File: src/rtl/fsdr_pkg.sv
// Shared types and constants for the frame topic dispatcher with speed sample ring.
package fsdr_pkg;

  // Frame store length: a frame closes when it holds this many bytes
  localparam int FRAME_BYTES = 254;

  // Sample entries built per speed frame, eight bytes each, from bytes 1..80
  localparam int NUM_ROWS   = 10;
  localparam int ROW_W      = 4;
  localparam int ROW_BYTES  = 8;
  localparam int SPAN_BYTES = NUM_ROWS * ROW_BYTES;
  localparam int ENTRY_W    = 64;

  // Frame header bytes kept in flops: topic plus four argument bytes
  localparam int HDR_BYTES = 5;

  // Character codes
  localparam logic [7:0] CHAR_NL = 8'h0A;
  localparam logic [7:0] CHAR_0  = 8'h30;
  localparam logic [7:0] CHAR_9  = 8'h39;
  localparam logic [7:0] CHAR_8  = 8'h38;

  // Configuration register indexes
  localparam int         CFG_IDX_W       = 2;
  localparam logic [1:0] CFG_SPEED_TOPIC = 2'd0;
  localparam logic [1:0] CFG_STATE_TOPIC = 2'd1;
  localparam logic [1:0] CFG_WIFI_TOPIC  = 2'd2;

  // Request types
  localparam logic REQ_BYTE = 1'b0;
  localparam logic REQ_POP  = 1'b1;

  // Commands handed from the front end to the back end
  typedef enum logic [2:0] {
    CMD_BYTE  = 3'd0,  // byte stored, frame still open
    CMD_DONE  = 3'd1,  // frame closed with no effect
    CMD_SPEED = 3'd2,  // speed frame closed, arg = frame length
    CMD_STATE = 3'd3,  // state frame closed, arg = new machine state
    CMD_LINK  = 3'd4,  // wifi frame closed with connected pattern
    CMD_POP   = 3'd5   // pop oldest ring entry
  } cmd_kind_t;

  typedef struct packed {
    cmd_kind_t  kind;
    logic [7:0] arg;
  } cmd_t;

  typedef struct packed {
    logic                 valid;
    logic [CFG_IDX_W-1:0] index;
    logic [7:0]           data;
  } cfg_wr_t;

  typedef struct packed {
    logic       req_type;
    logic [7:0] rx_byte;
  } in_t;

  typedef struct packed {
    logic        sample_valid;
    logic [15:0] speed_w0;
    logic [15:0] speed_w1;
    logic [15:0] speed_w2;
    logic [15:0] speed_w3;
    logic [4:0]  sample_count;
    logic [7:0]  machine_state;
    logic        link_connected;
    logic        frame_done;
  } out_t;

endpackage

File: src/rtl/fsdr_ram.sv
// Generic single-write, single-read RAM with registered read data.
module fsdr_ram #(
  parameter int WIDTH = 64,
  parameter int DEPTH = 16
) (
  input  logic                     clk,
  input  logic                     we,
  input  logic [$clog2(DEPTH)-1:0] waddr,
  input  logic [WIDTH-1:0]         wdata,
  input  logic [$clog2(DEPTH)-1:0] raddr,
  output logic [WIDTH-1:0]         rdata
);

  logic [WIDTH-1:0] mem [DEPTH];

  always_ff @(posedge clk) begin
    if (we) begin
      mem[waddr] <= wdata;
    end
    rdata <= mem[raddr];
  end

endmodule

File: src/rtl/fsdr_front.sv
// Front end: frame assembly, topic classification and command issue.
module fsdr_front (
  input  logic                         clk,
  input  logic                         rst,
  input  logic                         start,
  input  fsdr_pkg::in_t                item,
  input  fsdr_pkg::cfg_wr_t            cfg,
  input  logic                         q_full,
  input  logic                         speed_done,
  input  logic [fsdr_pkg::ROW_W-1:0]   stage_row,
  output logic                         busy,
  output logic                         q_push,
  output fsdr_pkg::cmd_t               q_cmd,
  output logic [fsdr_pkg::ENTRY_W-1:0] stage_data
);

  logic [7:0]                   frame_length;
  logic [7:0]                   hdr [fsdr_pkg::HDR_BYTES];
  logic [fsdr_pkg::ENTRY_W-1:0] row_acc;
  logic [fsdr_pkg::ENTRY_W-1:0] stage [fsdr_pkg::NUM_ROWS];
  logic [7:0]                   speed_topic;
  logic [7:0]                   state_topic;
  logic [7:0]                   wifi_topic;
  logic                         speed_hold;

  logic [7:0]                   hdr_next [fsdr_pkg::HDR_BYTES];
  logic [fsdr_pkg::ENTRY_W-1:0] acc_next;
  logic [7:0]                   pos_m1;
  logic                         in_span;
  logic [2:0]                   lane;
  logic [fsdr_pkg::ROW_W-1:0]   row;
  logic                         close;
  logic [7:0]                   topic;
  logic                         link_ok;
  logic                         accept_byte;

  // Hold off new transactions while the command queue is full or a speed copy reads the staging rows
  assign busy        = q_full || speed_hold;
  assign q_push      = start && !busy;
  assign accept_byte = q_push && (item.req_type == fsdr_pkg::REQ_BYTE);
  assign stage_data  = stage[stage_row];

  // Byte placement: header flops and the staging row for bytes 1..80
  always_comb begin
    pos_m1  = frame_length - 8'd1;
    in_span = (frame_length != 8'd0) && (frame_length <= 8'(fsdr_pkg::SPAN_BYTES));
    lane    = pos_m1[2:0];
    row     = pos_m1[3 +: fsdr_pkg::ROW_W];
    acc_next = row_acc;
    acc_next[{lane, 3'b000} +: 8] = item.rx_byte;
    for (int j = 0; j < fsdr_pkg::HDR_BYTES; j++) begin
      hdr_next[j] = (frame_length == 8'(j)) ? item.rx_byte : hdr[j];
    end
    close = (item.rx_byte == fsdr_pkg::CHAR_NL) ||
            (frame_length == 8'(fsdr_pkg::FRAME_BYTES - 1));
  end

  // Topic decode
  always_comb begin
    topic = hdr_next[0];
    if (topic >= fsdr_pkg::CHAR_0 && topic <= fsdr_pkg::CHAR_9) begin
      topic = topic - fsdr_pkg::CHAR_0;
    end
    link_ok = (hdr_next[1] == fsdr_pkg::CHAR_8) && (hdr_next[2] == fsdr_pkg::CHAR_8) &&
              (hdr_next[3] == fsdr_pkg::CHAR_8) && (hdr_next[4] == fsdr_pkg::CHAR_8);
  end

  // Command classification; speed beats state beats wifi on equal ids
  always_comb begin
    q_cmd.arg = 8'd0;
    priority if (item.req_type == fsdr_pkg::REQ_POP) begin
      q_cmd.kind = fsdr_pkg::CMD_POP;
    end else if (!close) begin
      q_cmd.kind = fsdr_pkg::CMD_BYTE;
    end else if (topic == speed_topic) begin
      q_cmd.kind = fsdr_pkg::CMD_SPEED;
      q_cmd.arg  = frame_length + 8'd1;
    end else if (topic == state_topic) begin
      q_cmd.kind = fsdr_pkg::CMD_STATE;
      q_cmd.arg  = hdr_next[1];
    end else if (topic == wifi_topic && link_ok) begin
      q_cmd.kind = fsdr_pkg::CMD_LINK;
    end else begin
      q_cmd.kind = fsdr_pkg::CMD_DONE;
    end
  end

  // Control state, topic registers and header bytes
  always_ff @(posedge clk) begin
    if (rst) begin
      frame_length <= 8'd0;
      speed_topic  <= 8'd0;
      state_topic  <= 8'd1;
      wifi_topic   <= 8'd2;
      speed_hold   <= 1'b0;
      for (int j = 0; j < fsdr_pkg::HDR_BYTES; j++) begin
        hdr[j] <= 8'd0;
      end
    end else begin
      // Writes to an index with no register behind it are dropped
      if (cfg.valid) begin
        unique case (cfg.index)
          fsdr_pkg::CFG_SPEED_TOPIC: speed_topic <= cfg.data;
          fsdr_pkg::CFG_STATE_TOPIC: state_topic <= cfg.data;
          fsdr_pkg::CFG_WIFI_TOPIC:  wifi_topic  <= cfg.data;
          default: ;
        endcase
      end
      if (accept_byte) begin
        frame_length <= close ? 8'd0 : frame_length + 8'd1;
        for (int j = 0; j < fsdr_pkg::HDR_BYTES; j++) begin
          hdr[j] <= hdr_next[j];
        end
      end
      if (q_push && q_cmd.kind == fsdr_pkg::CMD_SPEED) begin
        speed_hold <= 1'b1;
      end else if (speed_done) begin
        speed_hold <= 1'b0;
      end
    end
  end

  // Staging rows: written when a row fills or the frame closes inside it
  always_ff @(posedge clk) begin
    if (accept_byte && in_span) begin
      row_acc <= acc_next;
      if (lane == 3'd7 || close) begin
        stage[row] <= acc_next;
      end
    end
  end

endmodule

File: src/rtl/fsdr_cmd_fifo.sv
// Two-entry command queue between the front end and the back end.
module fsdr_cmd_fifo (
  input  logic           clk,
  input  logic           rst,
  input  logic           push,
  input  fsdr_pkg::cmd_t din,
  input  logic           pop,
  output fsdr_pkg::cmd_t dout,
  output logic           full,
  output logic           empty
);

  fsdr_pkg::cmd_t mem [2];
  logic           wr_ptr;
  logic           rd_ptr;
  logic [1:0]     count;

  assign full  = (count == 2'd2);
  assign empty = (count == 2'd0);
  assign dout  = mem[rd_ptr];

  // Pointers and occupancy
  always_ff @(posedge clk) begin
    if (rst) begin
      wr_ptr <= 1'b0;
      rd_ptr <= 1'b0;
      count  <= 2'd0;
    end else begin
      if (push) begin
        wr_ptr <= ~wr_ptr;
      end
      if (pop) begin
        rd_ptr <= ~rd_ptr;
      end
      unique case ({push, pop})
        2'b10:   count <= count + 2'd1;
        2'b01:   count <= count - 2'd1;
        default: count <= count;
      endcase
    end
  end

  // Entry storage
  always_ff @(posedge clk) begin
    if (push) begin
      mem[wr_ptr] <= din;
    end
  end

endmodule

File: src/rtl/fsdr_back.sv
// Back end: speed store update, sample ring, machine state and result register.
module fsdr_back #(
  parameter int RING_DEPTH = 16
) (
  input  logic                         clk,
  input  logic                         rst,
  input  logic                         q_empty,
  input  fsdr_pkg::cmd_t               q_cmd,
  output logic                         q_pop,
  output logic [fsdr_pkg::ROW_W-1:0]   stage_row,
  input  logic [fsdr_pkg::ENTRY_W-1:0] stage_data,
  output logic                         speed_done,
  output fsdr_pkg::out_t               result,
  output logic                         strobe
);

  localparam int PW = $clog2(RING_DEPTH);
  localparam int FW = $clog2(RING_DEPTH + 1);

  typedef enum logic [2:0] {
    ST_IDLE = 3'b001,
    ST_COPY = 3'b010,
    ST_POP  = 3'b100
  } state_t;

  state_t                       state;
  logic [fsdr_pkg::ROW_W-1:0]   g;
  logic [7:0]                   len;
  logic [fsdr_pkg::ENTRY_W-1:0] speed_row [fsdr_pkg::NUM_ROWS];
  logic [PW-1:0]                wr_pos;
  logic [PW-1:0]                rd_pos;
  logic [FW-1:0]                fill;
  logic [7:0]                   cur_state;
  logic                         connected;

  logic [7:0]                   take;
  logic [fsdr_pkg::ENTRY_W-1:0] merged;
  logic [fsdr_pkg::ENTRY_W-1:0] entry;
  logic [fsdr_pkg::ENTRY_W-1:0] ram_rdata;
  logic [PW-1:0]                wr_pos_next;
  logic [PW-1:0]                rd_pos_next;
  logic                         ring_full;
  logic [FW-1:0]                fill_push;
  logic                         last_row;

  assign q_pop      = (state == ST_IDLE) && !q_empty;
  assign stage_row  = g;
  assign last_row   = (g == fsdr_pkg::ROW_W'(fsdr_pkg::NUM_ROWS - 1));
  assign speed_done = (state == ST_COPY) && last_row;

  // Ring pointer arithmetic
  assign wr_pos_next = (wr_pos == PW'(RING_DEPTH - 1)) ? '0 : wr_pos + PW'(1);
  assign rd_pos_next = (rd_pos == PW'(RING_DEPTH - 1)) ? '0 : rd_pos + PW'(1);
  assign ring_full   = (fill == FW'(RING_DEPTH));
  assign fill_push   = ring_full ? fill : fill + FW'(1);

  // Row merge: frame bytes below the frame length replace speed store bytes
  always_comb begin
    for (int k = 0; k < fsdr_pkg::ROW_BYTES; k++) begin
      take[k] = (8'({g, 3'b000}) + 8'(k + 1)) < len;
      merged[8*k +: 8] = take[k] ? stage_data[8*k +: 8] : speed_row[g][8*k +: 8];
    end
    // Big-endian words, first word in the low bits
    for (int k = 0; k < 4; k++) begin
      entry[16*k +: 16] = {merged[16*k +: 8], merged[16*k+8 +: 8]};
    end
  end

  fsdr_ram #(
    .WIDTH (fsdr_pkg::ENTRY_W),
    .DEPTH (RING_DEPTH)
  ) u_ring (
    .clk   (clk),
    .we    (state == ST_COPY),
    .waddr (wr_pos),
    .wdata (entry),
    .raddr (rd_pos),
    .rdata (ram_rdata)
  );

  // Command execution and result register
  always_ff @(posedge clk) begin
    if (rst) begin
      state     <= ST_IDLE;
      g         <= '0;
      len       <= 8'd0;
      wr_pos    <= '0;
      rd_pos    <= '0;
      fill      <= '0;
      cur_state <= 8'd0;
      connected <= 1'b0;
      strobe    <= 1'b0;
      result    <= '0;
      for (int r = 0; r < fsdr_pkg::NUM_ROWS; r++) begin
        speed_row[r] <= '0;
      end
    end else begin
      unique case (state)
        ST_IDLE: begin
          if (!q_empty) begin
            // Status for commands that report at once
            result.sample_valid   <= 1'b0;
            result.speed_w0       <= 16'd0;
            result.speed_w1       <= 16'd0;
            result.speed_w2       <= 16'd0;
            result.speed_w3       <= 16'd0;
            result.sample_count   <= 5'(fill);
            result.machine_state  <= (q_cmd.kind == fsdr_pkg::CMD_STATE) ?
                                     q_cmd.arg : cur_state;
            result.link_connected <= connected || (q_cmd.kind == fsdr_pkg::CMD_LINK);
            result.frame_done     <= (q_cmd.kind == fsdr_pkg::CMD_DONE) ||
                                     (q_cmd.kind == fsdr_pkg::CMD_STATE) ||
                                     (q_cmd.kind == fsdr_pkg::CMD_LINK);
            unique case (q_cmd.kind)
              fsdr_pkg::CMD_STATE: begin
                strobe    <= 1'b1;
                cur_state <= q_cmd.arg;
              end
              fsdr_pkg::CMD_LINK: begin
                strobe    <= 1'b1;
                connected <= 1'b1;
              end
              fsdr_pkg::CMD_SPEED: begin
                strobe <= 1'b0;
                len    <= q_cmd.arg;
                g      <= '0;
                state  <= ST_COPY;
              end
              fsdr_pkg::CMD_POP: begin
                if (fill != '0) begin
                  strobe <= 1'b0;
                  rd_pos <= rd_pos_next;
                  fill   <= fill - FW'(1);
                  state  <= ST_POP;
                end else begin
                  strobe <= 1'b1;
                end
              end
              default: begin
                // plain byte or a close with no effect
                strobe <= 1'b1;
              end
            endcase
          end else begin
            strobe <= 1'b0;
          end
        end
        ST_COPY: begin
          // One ring push per row; a full ring drops its oldest entry
          strobe       <= last_row;
          speed_row[g] <= merged;
          wr_pos       <= wr_pos_next;
          fill         <= fill_push;
          if (ring_full) begin
            rd_pos <= rd_pos_next;
          end
          if (last_row) begin
            state                 <= ST_IDLE;
            result.sample_valid   <= 1'b0;
            result.speed_w0       <= 16'd0;
            result.speed_w1       <= 16'd0;
            result.speed_w2       <= 16'd0;
            result.speed_w3       <= 16'd0;
            result.sample_count   <= 5'(fill_push);
            result.machine_state  <= cur_state;
            result.link_connected <= connected;
            result.frame_done     <= 1'b1;
          end else begin
            g <= g + fsdr_pkg::ROW_W'(1);
          end
        end
        ST_POP: begin
          // Read data for the old read position is now registered
          state                 <= ST_IDLE;
          strobe                <= 1'b1;
          result.sample_valid   <= 1'b1;
          result.speed_w0       <= ram_rdata[15:0];
          result.speed_w1       <= ram_rdata[31:16];
          result.speed_w2       <= ram_rdata[47:32];
          result.speed_w3       <= ram_rdata[63:48];
          result.sample_count   <= 5'(fill);
          result.machine_state  <= cur_state;
          result.link_connected <= connected;
          result.frame_done     <= 1'b0;
        end
        default: begin
          state  <= ST_IDLE;
          strobe <= 1'b0;
        end
      endcase
    end
  end

`ifndef ASSERT_OFF
  a_fill_bound: assert property (@(posedge clk) disable iff (rst)
    fill <= FW'(RING_DEPTH))
    else $error("ring fill above ring depth");

  a_pop_dec: assert property (@(posedge clk) disable iff (rst)
    state == ST_POP |-> fill == $past(fill) - FW'(1))
    else $error("pop read issued without a fill decrement");

  a_copy_rows: assert property (@(posedge clk) disable iff (rst)
    state == ST_COPY |-> g < fsdr_pkg::ROW_W'(fsdr_pkg::NUM_ROWS))
    else $error("speed copy row index out of range");

  a_valid_src: assert property (@(posedge clk) disable iff (rst)
    strobe && result.sample_valid |-> $past(state) == ST_POP)
    else $error("sample reported valid outside a pop read");

  a_speed_result: assert property (@(posedge clk) disable iff (rst)
    speed_done |=> strobe && result.frame_done)
    else $error("speed copy finished without a closing result");
`endif

endmodule

File: src/rtl/frame_topic_dispatch_sample_ring_unit.sv
// Top level: frame topic dispatcher with speed sample ring.
// A byte or non-speed frame close reports via the command queue and the result register;
// a pop adds the ring read state; a speed frame close makes ten ring writes through the
// single ring RAM write port. Bytes and non-speed closes go one per cycle when not busy,
// through a two-entry command queue; the back end pauses during a pop read. Busy stays
// high from a speed frame close until its ten pushes are done. Results cannot be stalled.
// Reset (rst, synchronous) clears the speed store and ring pointers and sets topic ids to 0, 1, 2 at once; no sweep.
module frame_topic_dispatch_sample_ring_unit #(
  parameter int RING_DEPTH = 16
) (
  input  logic                            clk,
  input  logic                            rst,
  input  logic                            start,
  output logic                            busy,
  input  fsdr_pkg::in_t                   item,
  output fsdr_pkg::out_t                  result,
  output logic                            strobe,
  input  logic                            cfg_valid,
  output logic                            cfg_ready,
  input  logic [fsdr_pkg::CFG_IDX_W-1:0]  cfg_index,
  input  logic [7:0]                      cfg_data
);

  fsdr_pkg::cfg_wr_t            cfg_wr;
  fsdr_pkg::cmd_t               push_cmd;
  fsdr_pkg::cmd_t               head_cmd;
  logic                         q_push;
  logic                         q_pop;
  logic                         q_full;
  logic                         q_empty;
  logic                         speed_done;
  logic [fsdr_pkg::ROW_W-1:0]   stage_row;
  logic [fsdr_pkg::ENTRY_W-1:0] stage_data;

  // Register writes are always taken
  assign cfg_ready    = 1'b1;
  assign cfg_wr.valid = cfg_valid;
  assign cfg_wr.index = cfg_index;
  assign cfg_wr.data  = cfg_data;

  fsdr_front u_front (
    .clk        (clk),
    .rst        (rst),
    .start      (start),
    .item       (item),
    .cfg        (cfg_wr),
    .q_full     (q_full),
    .speed_done (speed_done),
    .stage_row  (stage_row),
    .busy       (busy),
    .q_push     (q_push),
    .q_cmd      (push_cmd),
    .stage_data (stage_data)
  );

  fsdr_cmd_fifo u_queue (
    .clk   (clk),
    .rst   (rst),
    .push  (q_push),
    .din   (push_cmd),
    .pop   (q_pop),
    .dout  (head_cmd),
    .full  (q_full),
    .empty (q_empty)
  );

  fsdr_back #(
    .RING_DEPTH (RING_DEPTH)
  ) u_back (
    .clk        (clk),
    .rst        (rst),
    .q_empty    (q_empty),
    .q_cmd      (head_cmd),
    .q_pop      (q_pop),
    .stage_row  (stage_row),
    .stage_data (stage_data),
    .speed_done (speed_done),
    .result     (result),
    .strobe     (strobe)
  );

endmodule
File: config.mk
export PLATFORM = sky130hd
export DESIGN_NAME = frame_topic_dispatch_sample_ring_unit
export DESIGN_NICKNAME = d
export VERILOG_FILES = /design/src/rtl/fsdr_pkg.sv /design/src/rtl/fsdr_ram.sv /design/src/rtl/fsdr_front.sv /design/src/rtl/fsdr_cmd_fifo.sv /design/src/rtl/fsdr_back.sv /design/src/rtl/frame_topic_dispatch_sample_ring_unit.sv
export SDC_FILE = /design/constraint.sdc
export NUM_CORES = 2
export LEC_CHECK = 0
export BUFFER_PORTS_ARGS = -buffer_cell sky130_fd_sc_hd__buf_2
export CORE_MARGIN = 2
export CORE_UTILIZATION = 50
export CTS_CLUSTER_SIZE = 14
export DETAILED_ROUTE_END_ITERATION = 10
export PLACE_DENSITY = 0.67
export SYNTH_ARGS = -nofsm -noshare
export SYNTH_HDL_FRONTEND = slang
export SYNTH_SLANG_ARGS = --single-unit
File: constraint.sdc
create_clock -name clk -period 26 [get_ports clk]
set_clock_uncertainty 0.05 [all_clocks]
set_input_delay 2.6 -clock clk [delete_from_list [all_inputs] [get_ports clk]]
set_output_delay 2.6 -clock clk [all_outputs]
set_load 0.005 [all_outputs]
==> impl_metrics.toml <==
[status]
status = "complete, but fails checks"
violations = "design-rule violations"

[detailed_routing]
num_vias = 61800
wirelength_microns = 302000
drtIter0Drc = 7152
viasPerCell = 6.21
drc = 3
ant_nets = 0
routedWlPerCell_microns = 30.4
first_pass_iters = 8

[yosys]
synth_top_flop_cell = "edfxtp_1"
netlist_area_sq_um = 120000
syn_inst = 6376
ys_seq_elements = 3038
synthAdderAreaFrac = 0.00291
synth_top_area_share = 0.703
synth_top_family_by_area = "multiplexers"
synth_edf_count = 2814
synth_mux_area_frac = 0.168
synth_compound_area_frac = 0.0244
syn-mean-instance-area_sq_um = 18.9
synth-async-reset-ratio = 0
seq_area_frac_synth = 0.740
synth_cell_types = 79
yosys.area_share.simple = 0.0419
synthXorXnorAreaFrac = 0.00306
synth_most_common_cell = "edfxtp_1"
synth_commonest_cells = "edfxtp_1 (2814), mux4_2 (763), nor2_1 (741)"
mappedNetlistNets = 6427
yosys_warnings = 0
synthTopCellsByArea = "edfxtp_1 (70%), mux4_2 (14%), dfxtp_1 (3.7%)"
synth_area_leader_cell = "edfxtp_1"

[placement]
gp_congestion = 0.816
portBuffers = 104
dp_hpwl_microns = 176000

[clocking]
clock_latency_ns = 0.95
ctsResizeCount = 0
htree_levels = 5
cts_tree = "yes"
clk_pin_slew_ns = 0.06
cts_sinks = 3038
cts_hold_buf = 0
cts_buffers = 312
cts_buffer_depth = 4
cts_setup_buffers = 0
cts_root_buf = "clkbuf_16"

[die]
dieArea_sq_um = 244000
die_w_microns = 494
ios = 106
core_area_sq_um = 240000
dieHeight_microns = 494
initial_core_util = 0.501
rows = 180

[power]
leakagePower_nw = 43.7
power_density_nw_per_um2 = 82.5
power_mw = 11.1
peakVddDrop_uv = 56.0

[setup_path]
cp-start-kind = "register"
endpoint = "u_back.speed_row[11][53]"
r2r.worst_path.cells = 10
worstSetupPathType = "reg2reg"
reg2reg_slack_ns = 18.29
r2r-end = "u_back.speed_row[11][53]"
worstPathMaxFanout = 45
required_ns = 26.59
worst_ep_arrival_time_ns = 8.30
end_kind = "register"

[sta]
fin_crit_ns = 7.71
max_slew_margin = 0.106
rsz0062_at_grt = "no"
hold_viol_final = 0
drv_slew = 0
tightestPinTransition_ns = 1.34
min_period_over_period = 0.297
fin_setup_tns_ns = 0
setup_viol = 0
timing.fmax_mhz = 130

[layout]
drive_gt1_frac = 0.232
multi_input_area_sq_um = 29300
fillers = 17800
fin_nets = 6563
area_growth_pct = 11.7
ff_latch_area_sq_um = 89000

[min_path]
hold_class = "reg2reg"

[flow_run]
maxCapViolations = 0

[grt]
grt_pass1_wl_microns = 435000
grt_overflow = 0
grt_pass1_vias = 61500
gr-usage-all-layers = 0.247
antenna_found_initial = 18
grt_max_degree = 91
[placed cells by master, fill, tap and decap left out, types with 9 or more instances in the layout]
cell type and count:
clkbuf_1 72, bufinv_16 21, a31oi_1 33, xnor2_1 23, mux2i_1 258, buf_4 163, xor2_1 19, a21oi_1 144
nor3_1 18, o21ai_1 14, nor2b_1 33, nand2b_1 74, mux2_2 25, clkinv_1 67, inv_1 144, a211oi_1 44
ha_1 28, o21ai_0 85, clkinv_2 43, buf_2 103, nand2b_4 9, clkbuf_16 320, dfxtp_1 217, nand3_1 43
mux4_2 763, nor2_4 27, nand4_1 9, nor2_1 714, a221o_1 10, a22oi_1 71, diode_2 15, edfxtp_1 2814
nand2_1 150
[metal layers]
layer	GRT usage	wire, microns	vias to the layer above
li1	-	-	25500
met1	0.340	120000	32900
met2	0.390	144000	2813
met3	0.0390	23000	504
met4	0.114	14900	6
met5	0	274	-
[cells by family after synthesis]
logic type,Yosys count
multiplexers,1054
AO/OA/AOI/OAI,460
other,1
flip-flops,3038
XOR/XNOR,42
AND/OR/NAND/NOR,1159
adder cells (fa/ha/maj),28
buffers and inverters,594
[power by group]
group	internal, mW	switching (mW)	total (mW)
clock network	2.48	1.79	4.26
logic	0.365	0.791	1.16
registers	5.61	0.0547	5.66
total	8.45	2.63	11.1
[worst max-delay path, stage by stage (launching register included)]
cell and delay (ns):
dfxtp_4 0.82, buf_4 0.71, buf_4 0.85, buf_4 0.71, buf_4 0.68, buf_4 0.84, mux4_2 0.59, mux4_2 0.48
mux2i_2 0.79, nand2b_1 0.45, inv_1 0.20
[worst min-delay path by stage]
stage | slack (ns) | end | depth (start not counted) | startpoint
after floorplan | 0.39 | u_back.connected | 2 | u_back.connected
after global placement | 0.41 | u_back.connected | 2 | u_back.connected
after detailed placement | 0.41 | u_back.connected | 2 | u_back.connected
after CTS | 0.43 | u_back.connected | 2 | u_back.connected
after global routing | 0.44 | u_back.result[25] | 2 | u_back.u_ring.rdata[58]
final | 0.42 | u_back.connected | 2 | u_back.connected
[stage by stage]
step | hold WS (ns) | cell area [sq um] | setup slack [ns] | cells | utilization
after global routing | 0.441 | 134000 | 17.58 | 9935 | 0.560
after global placement | 0.409 | 125000 | 18.15 | 9382 | 0.520
final | 0.424 | 134000 | 18.29 | 9942 | 0.560
after floorplan | 0.388 | 120000 | 12.86 | 6376 | -
after CTS | 0.430 | 134000 | 18.07 | 9926 | 0.560
after detailed placement | 0.413 | 125000 | 18.10 | 9382 | 0.520
[final cells by class]
type                            count  area share
Timing Repair Buffer              270      0.0135
Clock inverter                    144     0.00896
Multi-Input combinational cell   2744       0.218
Sequential cell                  3038       0.663
Tap cell                         3185      0.0297
Inverter                          146     0.00412
Antenna cell                       15    0.000280
Clock buffer                      400      0.0625
[sequential cells by signal (all words and copies together), names as in the netlist, 2 cells and up, named ones only]
register / flops
u_back.fill: 5
u_back.wr_pos: 4
u_back.speed_row: 1024
u_back.state: 3
u_front.row_acc: 64
u_front.stage: 640
u_back.result: 80
u_back.u_ring.mem: 1024
u_front.frame_length: 8
u_back.cur_state: 8
u_back.rd_pos: 4
u_front.state_topic: 8
u_queue.count: 2
u_front.speed_topic: 8
u_back.u_ring.rdata: 64
u_back.stage_row: 4
u_back.len: 8
u_front.wifi_topic: 8
u_queue.mem: 22
u_front.hdr: 40
Power figures use the tool's default switching activity.
